==> src/hw/rtl/sckt_pkg.sv <==
`default_nettype none
// ----------------------------------------------------------------------------
// sckt_pkg - shared types and constants of the pressed key tracker
// Scan code set 1 constants, the queued key event type, the back end
// state type and the code classification functions.
// ----------------------------------------------------------------------------
package sckt_pkg;

   // default number of key slots
   localparam int unsigned MAX_HELD_DEFAULT = 4;

   // number of slots visible on the result ports
   localparam int unsigned REPORT_SLOTS = 4;

   // depth of the queue between the front and back ends
   localparam int unsigned QUEUE_DEPTH = 2;

   // scan code set 1 bytes
   localparam logic [7:0] PREFIX_BYTE  = 8'hE0;
   localparam logic [7:0] RELEASE_BIT  = 8'h80;
   localparam logic [7:0] PLAIN_LAST   = 8'h3A;
   localparam logic [7:0] PLAIN_SKIP_A = 8'h29;
   localparam logic [7:0] PLAIN_SKIP_B = 8'h37;
   localparam logic [7:0] PLAIN_EXTRA  = 8'h56;
   localparam logic [7:0] EXT_ALT      = 8'h38;
   localparam logic [7:0] EXT_UP       = 8'h48;
   localparam logic [7:0] EXT_LEFT     = 8'h4B;
   localparam logic [7:0] EXT_RIGHT    = 8'h4D;
   localparam logic [7:0] EXT_DOWN     = 8'h50;
   localparam logic [7:0] EXT_GUI      = 8'h5B;

   // one classified key event
   typedef struct packed {
      logic       release_key;
      logic [6:0] code;
   } sckt_op_type;

   // front end to queue
   typedef struct packed {
      logic        push;
      sckt_op_type op;
   } sckt_push_type;

   // queue to back end
   typedef struct packed {
      logic        empty;
      sckt_op_type op;
   } sckt_head_type;

   // back end sequencer states
   typedef enum logic [1:0] {
      BK_IDLE,
      BK_SCAN,
      BK_APPLY
   } sckt_bk_state_type;

   // plain codes that are tracked
   function automatic logic plain_handled(input logic [7:0] c);
      return ((c >= 8'h01) && (c <= PLAIN_LAST) && (c != PLAIN_SKIP_A) &&
              (c != PLAIN_SKIP_B)) || (c == PLAIN_EXTRA);
   endfunction

   // extended codes that are tracked
   function automatic logic ext_handled(input logic [7:0] c);
      return (c == EXT_ALT) || (c == EXT_UP) || (c == EXT_LEFT) ||
             (c == EXT_RIGHT) || (c == EXT_DOWN) || (c == EXT_GUI);
   endfunction

endpackage
`default_nettype wire

==> src/hw/rtl/sckt_front.sv <==
`default_nettype none
// ----------------------------------------------------------------------------
// sckt_front - byte intake and classification
// Tracks the extended prefix, splits press from release and drops codes
// that are not tracked. Tracked events go to the queue.
// ----------------------------------------------------------------------------
module sckt_front
   import sckt_pkg::*;
(
   input  wire logic          clock,
   input  wire logic          reset,
   input  wire logic          start,
   input  wire logic [7:0]    req_scan_byte,
   input  wire logic          queue_full,
   output logic               busy,
   output sckt_push_type      push_out
);

   logic       prefix_ff;
   logic       prefix_in;
   logic       accept;
   logic       is_release;
   logic [7:0] code8;
   logic       handled;

   assign busy   = queue_full;
   assign accept = start && !queue_full;

   // classify the byte against the current prefix state
   always_comb begin
      is_release = req_scan_byte > RELEASE_BIT;
      code8      = is_release ? (req_scan_byte - RELEASE_BIT) : req_scan_byte;
      handled    = prefix_ff ? ext_handled(code8) : plain_handled(code8);
      prefix_in  = prefix_ff;
      push_out.push            = 1'b0;
      push_out.op.release_key  = is_release;
      push_out.op.code         = code8[6:0];
      if (accept) begin
         if (!prefix_ff && (req_scan_byte == PREFIX_BYTE)) begin
            prefix_in = 1'b1;
         end else begin
            prefix_in     = 1'b0;
            push_out.push = handled;
         end
      end
   end

   // prefix flag
   always_ff @(posedge clock) begin
      if (reset) begin
         prefix_ff <= 1'b0;
      end else begin
         prefix_ff <= prefix_in;
      end
   end

endmodule
`default_nettype wire

==> src/hw/rtl/sckt_queue.sv <==
`default_nettype none
// ----------------------------------------------------------------------------
// sckt_queue - short event queue
// Small first-in first-out store of key events between the front and
// back ends.
// ----------------------------------------------------------------------------
module sckt_queue
   import sckt_pkg::*;
(
   input  wire logic          clock,
   input  wire logic          reset,
   input  wire sckt_push_type push_in,
   input  wire logic          pop,
   output logic               full,
   output sckt_head_type      head
);

   localparam int unsigned PTR_W = (QUEUE_DEPTH > 1) ? $clog2(QUEUE_DEPTH) : 1;
   localparam int unsigned CNT_W = $clog2(QUEUE_DEPTH + 1);
   localparam logic [CNT_W-1:0] DEPTH_C = CNT_W'(QUEUE_DEPTH);
   localparam logic [PTR_W-1:0] LAST_C  = PTR_W'(QUEUE_DEPTH - 1);

   sckt_op_type      entry_ff [QUEUE_DEPTH];
   logic [PTR_W-1:0] wr_ptr_ff, wr_ptr_in;
   logic [PTR_W-1:0] rd_ptr_ff, rd_ptr_in;
   logic [CNT_W-1:0] fill_ff, fill_in;
   logic             do_push;
   logic             do_pop;

   assign full       = (fill_ff == DEPTH_C);
   assign head.empty = (fill_ff == '0);
   assign head.op    = entry_ff[rd_ptr_ff];

   assign do_push = push_in.push && !full;
   assign do_pop  = pop && !head.empty;

   // pointer and fill updates
   always_comb begin
      wr_ptr_in = wr_ptr_ff;
      rd_ptr_in = rd_ptr_ff;
      fill_in   = fill_ff;
      if (do_push) begin
         wr_ptr_in = (wr_ptr_ff == LAST_C) ? '0 : wr_ptr_ff + 1'b1;
      end
      if (do_pop) begin
         rd_ptr_in = (rd_ptr_ff == LAST_C) ? '0 : rd_ptr_ff + 1'b1;
      end
      if (do_push && !do_pop) begin
         fill_in = fill_ff + 1'b1;
      end else if (do_pop && !do_push) begin
         fill_in = fill_ff - 1'b1;
      end
   end

   // control registers
   always_ff @(posedge clock) begin
      if (reset) begin
         wr_ptr_ff <= '0;
         rd_ptr_ff <= '0;
         fill_ff   <= '0;
      end else begin
         wr_ptr_ff <= wr_ptr_in;
         rd_ptr_ff <= rd_ptr_in;
         fill_ff   <= fill_in;
      end
   end

   // entry storage
   always_ff @(posedge clock) begin
      if (do_push) begin
         entry_ff[wr_ptr_ff] <= push_in.op;
      end
   end

endmodule
`default_nettype wire

==> src/hw/rtl/sckt_back.sv <==
`default_nettype none
// ----------------------------------------------------------------------------
// sckt_back - held key set sequencer
// Pops one event, scans the held slots one per cycle for its code, then
// adds or removes the code, strobing a report after each add and release.
// ----------------------------------------------------------------------------
module sckt_back
   import sckt_pkg::*;
#(
   parameter int unsigned MAX_HELD = MAX_HELD_DEFAULT
) (
   input  wire logic          clock,
   input  wire logic          reset,
   input  wire sckt_head_type head,
   output logic               pop,
   output logic               rsp_strobe,
   output logic [2:0]         rsp_held_count,
   output logic [6:0]         rsp_slot_zero,
   output logic [6:0]         rsp_slot_one,
   output logic [6:0]         rsp_slot_two,
   output logic [6:0]         rsp_slot_three
);

   localparam int unsigned IDX_W = (MAX_HELD > 1) ? $clog2(MAX_HELD) : 1;
   localparam int unsigned CNT_W = $clog2(MAX_HELD + 1);
   localparam logic [CNT_W-1:0] MAX_C = CNT_W'(MAX_HELD);

   sckt_bk_state_type state_ff, state_in;
   sckt_op_type       op_ff, op_in;
   logic [CNT_W-1:0]  idx_ff, idx_in;
   logic              found_ff, found_in;
   logic [CNT_W-1:0]  count_ff, count_in;
   logic [6:0]        slot_ff [MAX_HELD];
   logic [6:0]        slot_in [MAX_HELD];
   logic              strobe_ff, strobe_in;
   logic              in_range;
   logic              hit;
   logic              scan_end;
   logic              load_op;
   logic              scan_step;
   logic              apply_op;
   logic [6:0]        report [REPORT_SLOTS];

   // slot compare at the scan index
   assign in_range = idx_ff < count_ff;
   assign hit      = in_range && (slot_ff[idx_ff[IDX_W-1:0]] == op_ff.code);
   assign scan_end = !in_range || hit;

   // next state
   always_comb begin
      state_in = state_ff;
      case (state_ff)
         BK_IDLE:  if (!head.empty) state_in = BK_SCAN;
         BK_SCAN:  if (scan_end) state_in = BK_APPLY;
         BK_APPLY: state_in = BK_IDLE;
         default:  state_in = BK_IDLE;
      endcase
   end

   // sequencer outputs
   always_comb begin
      load_op   = 1'b0;
      scan_step = 1'b0;
      apply_op  = 1'b0;
      case (state_ff)
         BK_IDLE:  load_op   = !head.empty;
         BK_SCAN:  scan_step = 1'b1;
         BK_APPLY: apply_op  = 1'b1;
         default:  load_op   = 1'b0;
      endcase
   end

   assign pop = load_op;

   // datapath next values
   always_comb begin
      op_in     = op_ff;
      idx_in    = idx_ff;
      found_in  = found_ff;
      count_in  = count_ff;
      strobe_in = 1'b0;
      for (int j = 0; j < MAX_HELD; j++) begin
         slot_in[j] = slot_ff[j];
      end
      if (load_op) begin
         op_in    = head.op;
         idx_in   = '0;
         found_in = 1'b0;
      end
      if (scan_step) begin
         if (hit) begin
            found_in = 1'b1;
         end else if (in_range) begin
            idx_in = idx_ff + 1'b1;
         end
      end
      if (apply_op) begin
         if (op_ff.release_key) begin
            // remove the code and close the gap, the last slot stays stale
            strobe_in = 1'b1;
            if (found_ff) begin
               for (int j = 0; j < MAX_HELD - 1; j++) begin
                  if ((CNT_W'(j) >= idx_ff) && (CNT_W'(j + 1) < count_ff)) begin
                     slot_in[j] = slot_ff[j + 1];
                  end
               end
               count_in = count_ff - 1'b1;
            end
         end else if (!found_ff && (count_ff < MAX_C)) begin
            // add a new code at the end of the set
            slot_in[count_ff[IDX_W-1:0]] = op_ff.code;
            count_in  = count_ff + 1'b1;
            strobe_in = 1'b1;
         end
      end
   end

   // control and set registers
   always_ff @(posedge clock) begin
      if (reset) begin
         state_ff  <= BK_IDLE;
         found_ff  <= 1'b0;
         idx_ff    <= '0;
         count_ff  <= '0;
         strobe_ff <= 1'b0;
         for (int j = 0; j < MAX_HELD; j++) begin
            slot_ff[j] <= '0;
         end
      end else begin
         state_ff  <= state_in;
         found_ff  <= found_in;
         idx_ff    <= idx_in;
         count_ff  <= count_in;
         strobe_ff <= strobe_in;
         for (int j = 0; j < MAX_HELD; j++) begin
            slot_ff[j] <= slot_in[j];
         end
      end
   end

   // current event
   always_ff @(posedge clock) begin
      op_ff <= op_in;
   end

   // report view, slots past MAX_HELD read as zero
   for (genvar k = 0; k < REPORT_SLOTS; k++) begin : g_report
      if (k < MAX_HELD) begin : g_slot
         assign report[k] = slot_ff[k];
      end else begin : g_zero
         assign report[k] = '0;
      end
   end

   assign rsp_strobe     = strobe_ff;
   assign rsp_held_count = 3'(count_ff);
   assign rsp_slot_zero  = report[0];
   assign rsp_slot_one   = report[1];
   assign rsp_slot_two   = report[2];
   assign rsp_slot_three = report[3];

endmodule
`default_nettype wire

==> src/hw/rtl/scan_code_pressed_key_tracker.sv <==
`default_nettype none
// ----------------------------------------------------------------------------
// scan_code_pressed_key_tracker - scan code set 1 pressed key tracker
// Follows keyboard bytes and keeps the set of held keys, reporting the
// set after each added key and each tracked release.
//
//   channel   ports                              handshake
//   request   req_scan_byte                      start high, busy low
//   response  rsp_held_count, rsp_slot_*         rsp_strobe, one cycle
//
// A byte is taken in the cycle it is offered unless the event queue is
// full. The back end takes one queued event at a time: it pops it, scans
// the held slots until it finds the code or passes the last one, then
// updates the set; the report strobes in the cycle after the update.
// Bytes with no tracked event are not queued. The receiver cannot stall.
// Synchronous reset clears the prefix, the queue and the held set to zero.
// ----------------------------------------------------------------------------
module scan_code_pressed_key_tracker
   import sckt_pkg::*;
#(
   parameter int unsigned MAX_HELD = MAX_HELD_DEFAULT
) (
   input  wire logic          clock,
   input  wire logic          reset,
   input  wire logic          start,
   output logic               busy,
   input  wire logic [7:0]    req_scan_byte,
   output logic               rsp_strobe,
   output logic [2:0]         rsp_held_count,
   output logic [6:0]         rsp_slot_zero,
   output logic [6:0]         rsp_slot_one,
   output logic [6:0]         rsp_slot_two,
   output logic [6:0]         rsp_slot_three
);

   sckt_push_type push;
   sckt_head_type head;
   logic          queue_full;
   logic          pop;

   // byte intake
   sckt_front u_front (
      .clock         (clock),
      .reset         (reset),
      .start         (start),
      .req_scan_byte (req_scan_byte),
      .queue_full    (queue_full),
      .busy          (busy),
      .push_out      (push)
   );

   // event queue
   sckt_queue u_queue (
      .clock   (clock),
      .reset   (reset),
      .push_in (push),
      .pop     (pop),
      .full    (queue_full),
      .head    (head)
   );

   // held set
   sckt_back #(
      .MAX_HELD (MAX_HELD)
   ) u_back (
      .clock          (clock),
      .reset          (reset),
      .head           (head),
      .pop            (pop),
      .rsp_strobe     (rsp_strobe),
      .rsp_held_count (rsp_held_count),
      .rsp_slot_zero  (rsp_slot_zero),
      .rsp_slot_one   (rsp_slot_one),
      .rsp_slot_two   (rsp_slot_two),
      .rsp_slot_three (rsp_slot_three)
   );

endmodule
`default_nettype wire
==> config.mk <==
export PLATFORM = sky130hd
export DESIGN_NAME = scan_code_pressed_key_tracker
export DESIGN_NICKNAME = d
export VERILOG_FILES = /design/src/hw/rtl/sckt_pkg.sv /design/src/hw/rtl/sckt_front.sv /design/src/hw/rtl/sckt_queue.sv /design/src/hw/rtl/sckt_back.sv /design/src/hw/rtl/scan_code_pressed_key_tracker.sv
export SDC_FILE = /design/constraint.sdc
export NUM_CORES = 1
export LEC_CHECK = 0
export BUFFER_PORTS_ARGS = -buffer_cell sky130_fd_sc_hd__buf_2
export CORE_ASPECT_RATIO = 1.1
export CORE_MARGIN = 3
export CORE_UTILIZATION = 28
export CTS_CLUSTER_SIZE = 25
export DETAILED_ROUTE_END_ITERATION = 7
export HOLD_SLACK_MARGIN = 0.15
export SETUP_SLACK_MARGIN = 0.4
export SYNTH_ARGS = -nofsm -noshare
export SYNTH_HDL_FRONTEND = slang
export SYNTH_HIERARCHICAL = 1
export SYNTH_SLANG_ARGS = --single-unit
export TNS_END_PERCENT = 100
==> constraint.sdc <==
create_clock -name clock -period 2.83 [get_ports clock]
set_input_delay 0.4245 -clock clock [delete_from_list [all_inputs] [get_ports clock]]
set_output_delay 0.4245 -clock clock [all_outputs]
set_load 0.02 [all_outputs]
# Word level (Yosys, flattened, before mapping)
# Memory sizes are Yosys's and may differ from the RTL's. A register that Yosys moved wholly into a read port is not among the register bits.
# Cells that the tools add are included.
# word_totals
regBits,15
ram_bits,44
mem_count,2
# op_classes
bitwise_logic,6
add_sub_neg,8
n_mux,48
magnitude_cmp,13
reduce_logical,36
n_eq_ne,17
# mem_list
name,words,width,rd,rd_clocked_by_memory_dff,wr,line_no,source
u_back.slot_ff,4,7,5,1,4,sckt_back.sv:33,logic [6:0] slot_ff [MAX_HELD];
u_queue.entry_ff,2,8,1,1,1,sckt_queue.sv:23,sckt_op_type entry_ff [QUEUE_DEPTH];
# ops
operator,n
$mux 7,9
$mux 28,2
$eq 8x7->1 const B,6
$mux 21,2
$bwmux 28,1
$mux 3,7
$mux 1,19
$ne 8x6->1 const B,2
$logic_and 1x1->1,15
$demux 7 s2,1
$mux 2,5
$eq 8x6->1 const B,1
$eq 8x8->1 const B,1
$ge 8x1->1 const B,1
$gt 8x8->1 const B,1
$le 8x6->1 const B,1
$mux 8,1
$sub 8x8->8 const B,1
$eq 7x7->1,1
$logic_not 1->1,7
$logic_or 1x1->1,7
$add 3x1->3 const B,2
$ge 1x3->1 const A,2
$lt 2x3->1 const A,2
23 further kinds,31

# Depth between registers and ports, before layout
# depth
word_depth,16
ltp_mapped,11
mapped_depth_nobuf,10

# Cells and area by module
# Netlist, hierarchy kept.
# by_module_without_submodules
mod,cells_per_inst,area_per_inst_um2,seq_area_each_um2,n_inst
sckt_back,237,2428.6,1001.0,1
sckt_queue,50,793.3,580.6,1
sckt_front,40,301.5,20.0,1

# Worst setup path after synthesis
# OpenSTA, ideal clock, no wires.
# synth_timing
path_kind,input-to-reg
from,input port req_scan_byte[0]
to,register u_queue.fill_ff[1]
slack_ns,0.331
path_stages,10
t_arrival_ns,2.430
t_required_ns,2.760
n_path_buf,1
cell_sequence,clkbuf_2 > and2_1 > maj3_1 > a311oi_1 > o221a_2 > inv_1 > nor2_1 > ha_1 > or3_1 > a21oi_1
# synth_rtl
item,line_no,source
start: declaration,scan_code_pressed_key_tracker.sv:27,"input wire logic [7:0] req_scan_byte,"
end signal: assignment,sckt_queue.sv:64,fill_ff <= fill_in;
end: declaration,sckt_queue.sv:26,"logic [CNT_W-1:0] fill_ff, fill_in;"

==> impl_metrics.json <==
{
  "synth_cell_types": 58,
  "final_area_sq_um": 4150,
  "netlist_area_sq_um": 3520,
  "place_area_sq_um": 3820,
  "grt_max_degree": 32,
  "critPathLaunch": "req_scan_byte[2]",
  "path_class": "input port to register",
  "ff2ff_path_depth": 7,
  "htree_levels": 3,
  "pwr_density_cell_nw_per_um2": 755,
  "drt_pass1_iterations": 4,
  "maxCapViolCount": 0,
  "relSlewSlack": 0.715,
  "finClkSkew_ns": 0.00370,
  "synth-seq-cells": 68,
  "core.rowCount": 42,
  "clk_latency_ns": 0.32,
  "grt_pass1_wl_um": 12900,
  "hold_depth": 1,
  "finalCriticalPeriod_ns": 2.36,
  "worstPathCellList": "buf_2 -> or3_4 -> or3_4 -> o211a_1 -> o221a_2 -> inv_2 -> nor2_1 -> ha_1 -> or3_1 -> a21oi_1",
  "cts_root_buffer": "clkbuf_16",
  "yosys_warnings": 6,
  "synth_flop_cell": "dfxtp_1",
  "p_leak_nw": 1.52,
  "cp.arrival_ns": 2.61,
  "worstReg2RegEnd": "u_queue/fill_ff[1]",
  "power_mw": 3.13,
  "r2r_slack_ns": 0.57,
  "syn_avg_cell_area_sq_um": 10.8,
  "layout-drive-gt1-share": 0.256,
  "n_fill_cell": 1230,
  "gp_congestion": 0.805,
  "portBuffers": 43,
  "ant_nets": 0,
  "vias_per_cell": 5.04,
  "drv_slew": 0,
  "worst_pin_slew_ns": 0.427,
  "num_vias": 2625,
  "dieWidth_um": 113,
  "async_reset_ff_frac": 0,
  "grt_use_total": 0.116,
  "cts-buffers-inserted": 9,
  "clk_pin_slew_ns": 0.05,
  "ir_worst_vdd_mv": 0.348,
  "final_util": 0.340,
  "slowest_stage": "or3_4",
  "final-setup-viol-count": 0,
  "synth_nets": 348,
  "grt_pass1_vias": 2609,
  "area_delta_synth_final_pct": 17.6,
  "grt_antenna_before_repair": 0,
  "cp_max_fo": 7,
  "seq_area_frac_synth": 0.455,
  "synth_cells": 327,
  "outcome": "finished, final reports clean",
  "pin_count": 44,
  "final_nets": 383,
  "clock_path_buffers": 2,
  "min_path_type": "input port to register",
  "fp.dieH_um": 124,
  "worstPathRequired_ns": 3.08,
  "cts_hold_buffers": 0,
  "crit_path_max_incr_delay_ns": 0.39,
  "fin_crit_sh": 0.833,
  "startpoint_type": "input port",
  "synth-edff-count": 24,
  "worstSetupEndpoint": "u_queue/fill_ff[1]",
  "worstReg2RegStart": "u_queue/fill_ff[0]",
  "crit_top_cell": "or3_4",
  "wire_per_inst_um": 15.4,
  "initial_core_util": 0.289,
  "gr-total-overflow": 0,
  "most-common-layout-cells": "buf_2 (43), dfxtp_1 (43), nor2_1 (28)",
  "cts_tree": "yes",
  "cts_sinks": 68,
  "wl_um": 8030,
  "dp_hpwl_um": 5620,
  "core-area_sq_um": 12200,
  "max_freq_ghz": 0.424,
  "tns_ns": 0,
  "antenna_cells": 0,
  "dieArea_sq_um": 14000,
  "drc_errors": 0,
  "rsz0062_at_grt": "false",
  "hold_viol_final": 0,
  "drt_iter0_markers": 114,
  "end_kind": "register"
}
==> synth_stat cells, types with 2 or more instances <==
master | instances | share of area
buf_2 | 6 | 0.0085
or3_1 | 8 | 0.014
o31ai_1 | 2 | 0.0043
mux4_1 | 6 | 0.045
mux2i_1 | 9 | 0.026
nor3_2 | 2 | 0.0057
edfxtp_1 | 24 | 0.20
buf_4 | 10 | 0.021
a21oi_1 | 11 | 0.016
nand3_1 | 5 | 0.0071
nor3_1 | 2 | 0.0028
dfxtp_1 | 44 | 0.25
o21ai_0 | 6 | 0.0085
ha_1 | 10 | 0.036
o211ai_1 | 5 | 0.011
nor2_1 | 28 | 0.030
xor2_1 | 3 | 0.0075
a211oi_1 | 22 | 0.047
inv_1 | 26 | 0.028
nor2b_1 | 3 | 0.0053
mux2_2 | 8 | 0.026
clkbuf_1 | 9 | 0.0096
nand2_1 | 7 | 0.0075
and2_1 | 5 | 0.0089
a22oi_1 | 7 | 0.015
a221oi_1 | 14 | 0.035
xnor2_1 | 10 | 0.025
nor4b_1 | 2 | 0.0050
nand2b_1 | 4 | 0.0071
==> layer usage <==
metal	track usage	vias to the layer above	wire length (um)
li1	-	1282	-
met1	0.147	1273	3670
met2	0.189	61	3860
met3	0.0364	9	419
met4	0.0376	0	74
met5	0	-	0
==> logic make-up after synthesis <==
logic type | Yosys count | share of synthesized area
flops | 68 | 0.455
mux | 24 | 0.102
buf+inv | 54 | 0.0728
simple gates | 76 | 0.118
compound gates | 81 | 0.182
xor+xnor | 13 | 0.0323
fa+ha+maj | 11 | 0.0384
==> registers in the layout, indices dropped and copies added (netlist names), named ones only <==
name / count
u_back/state_ff: 2
u_back/rsp_strobe: 1
u_queue/wr_ptr_ff: 1
u_back/rsp_held_count: 3
u_queue/fill_ff: 2
u_back/idx_ff: 3
u_back/op_ff: 8
u_queue/entry_ff: 16
u_front/prefix_ff: 1
u_queue/rd_ptr_ff: 1
u_back/slot_ff: 28
u_back/found_ff: 1
==> critical path: cells and delay by family <==
family | cells | cell delay, ns
AOI/OAI and AO/OA | 3 | 0.53
adders and majority gates | 1 | 0.30
buffers and inverters | 2 | 0.20
and+or+nand+nor | 4 | 1.14
==> how the worst min path moves through the flow <==
stage                 startpoint                     end  slack [ns]
3_3_place_gp   u_queue/wr_ptr_ff       u_queue/wr_ptr_ff        0.47
5_1_grt         req_scan_byte[2]  u_queue/entry_ff[0][2]        0.37
4_1_cts         req_scan_byte[2]  u_queue/entry_ff[1][2]        0.35
2_1_floorplan  u_queue/wr_ptr_ff       u_queue/wr_ptr_ff        0.45
3_5_place_dp   u_queue/wr_ptr_ff       u_queue/wr_ptr_ff        0.48
6_report        req_scan_byte[2]  u_queue/entry_ff[1][2]        0.38
==> cell type report <==
class	instances	area, sq um	area share
well taps	154	193	0.0465
clock buffers	10	229	0.0552
multi-input cells	205	1680	0.406
repair buffers	52	283	0.0682
clock inverters	6	55.1	0.0133
inverters	26	101	0.0244
flip-flops and latches	68	1600	0.387
==> metrics by stage <==
step                setup WS [ns]  cells  hold WS (ns)
floorplan                   0.387    327         0.452
global placement            0.165    503         0.471
detailed placement         0.0894    503         0.475
CTS                         0.408    519         0.351
global route                0.408    521         0.372
finish                      0.473    521         0.380
==> power breakdown <==
part	switching (mW)	total (mW)	internal [mW]	leakage [nW]
Combinational	0.444	0.736	0.292	0.807
Sequential	0.151	1.33	1.18	0.577
Clock	0.393	1.07	0.672	0.137
Total	0.988	3.13	2.14	1.52
==> timing repair <==
item	4_1_cts	5_1_grt
cloned	0	0
setup endpoints to repair	5	9
pin swaps	0	2
buffers inserted	0	2
gates resized for setup	1	5
Note: power is estimated with default switching activity, not from simulation.
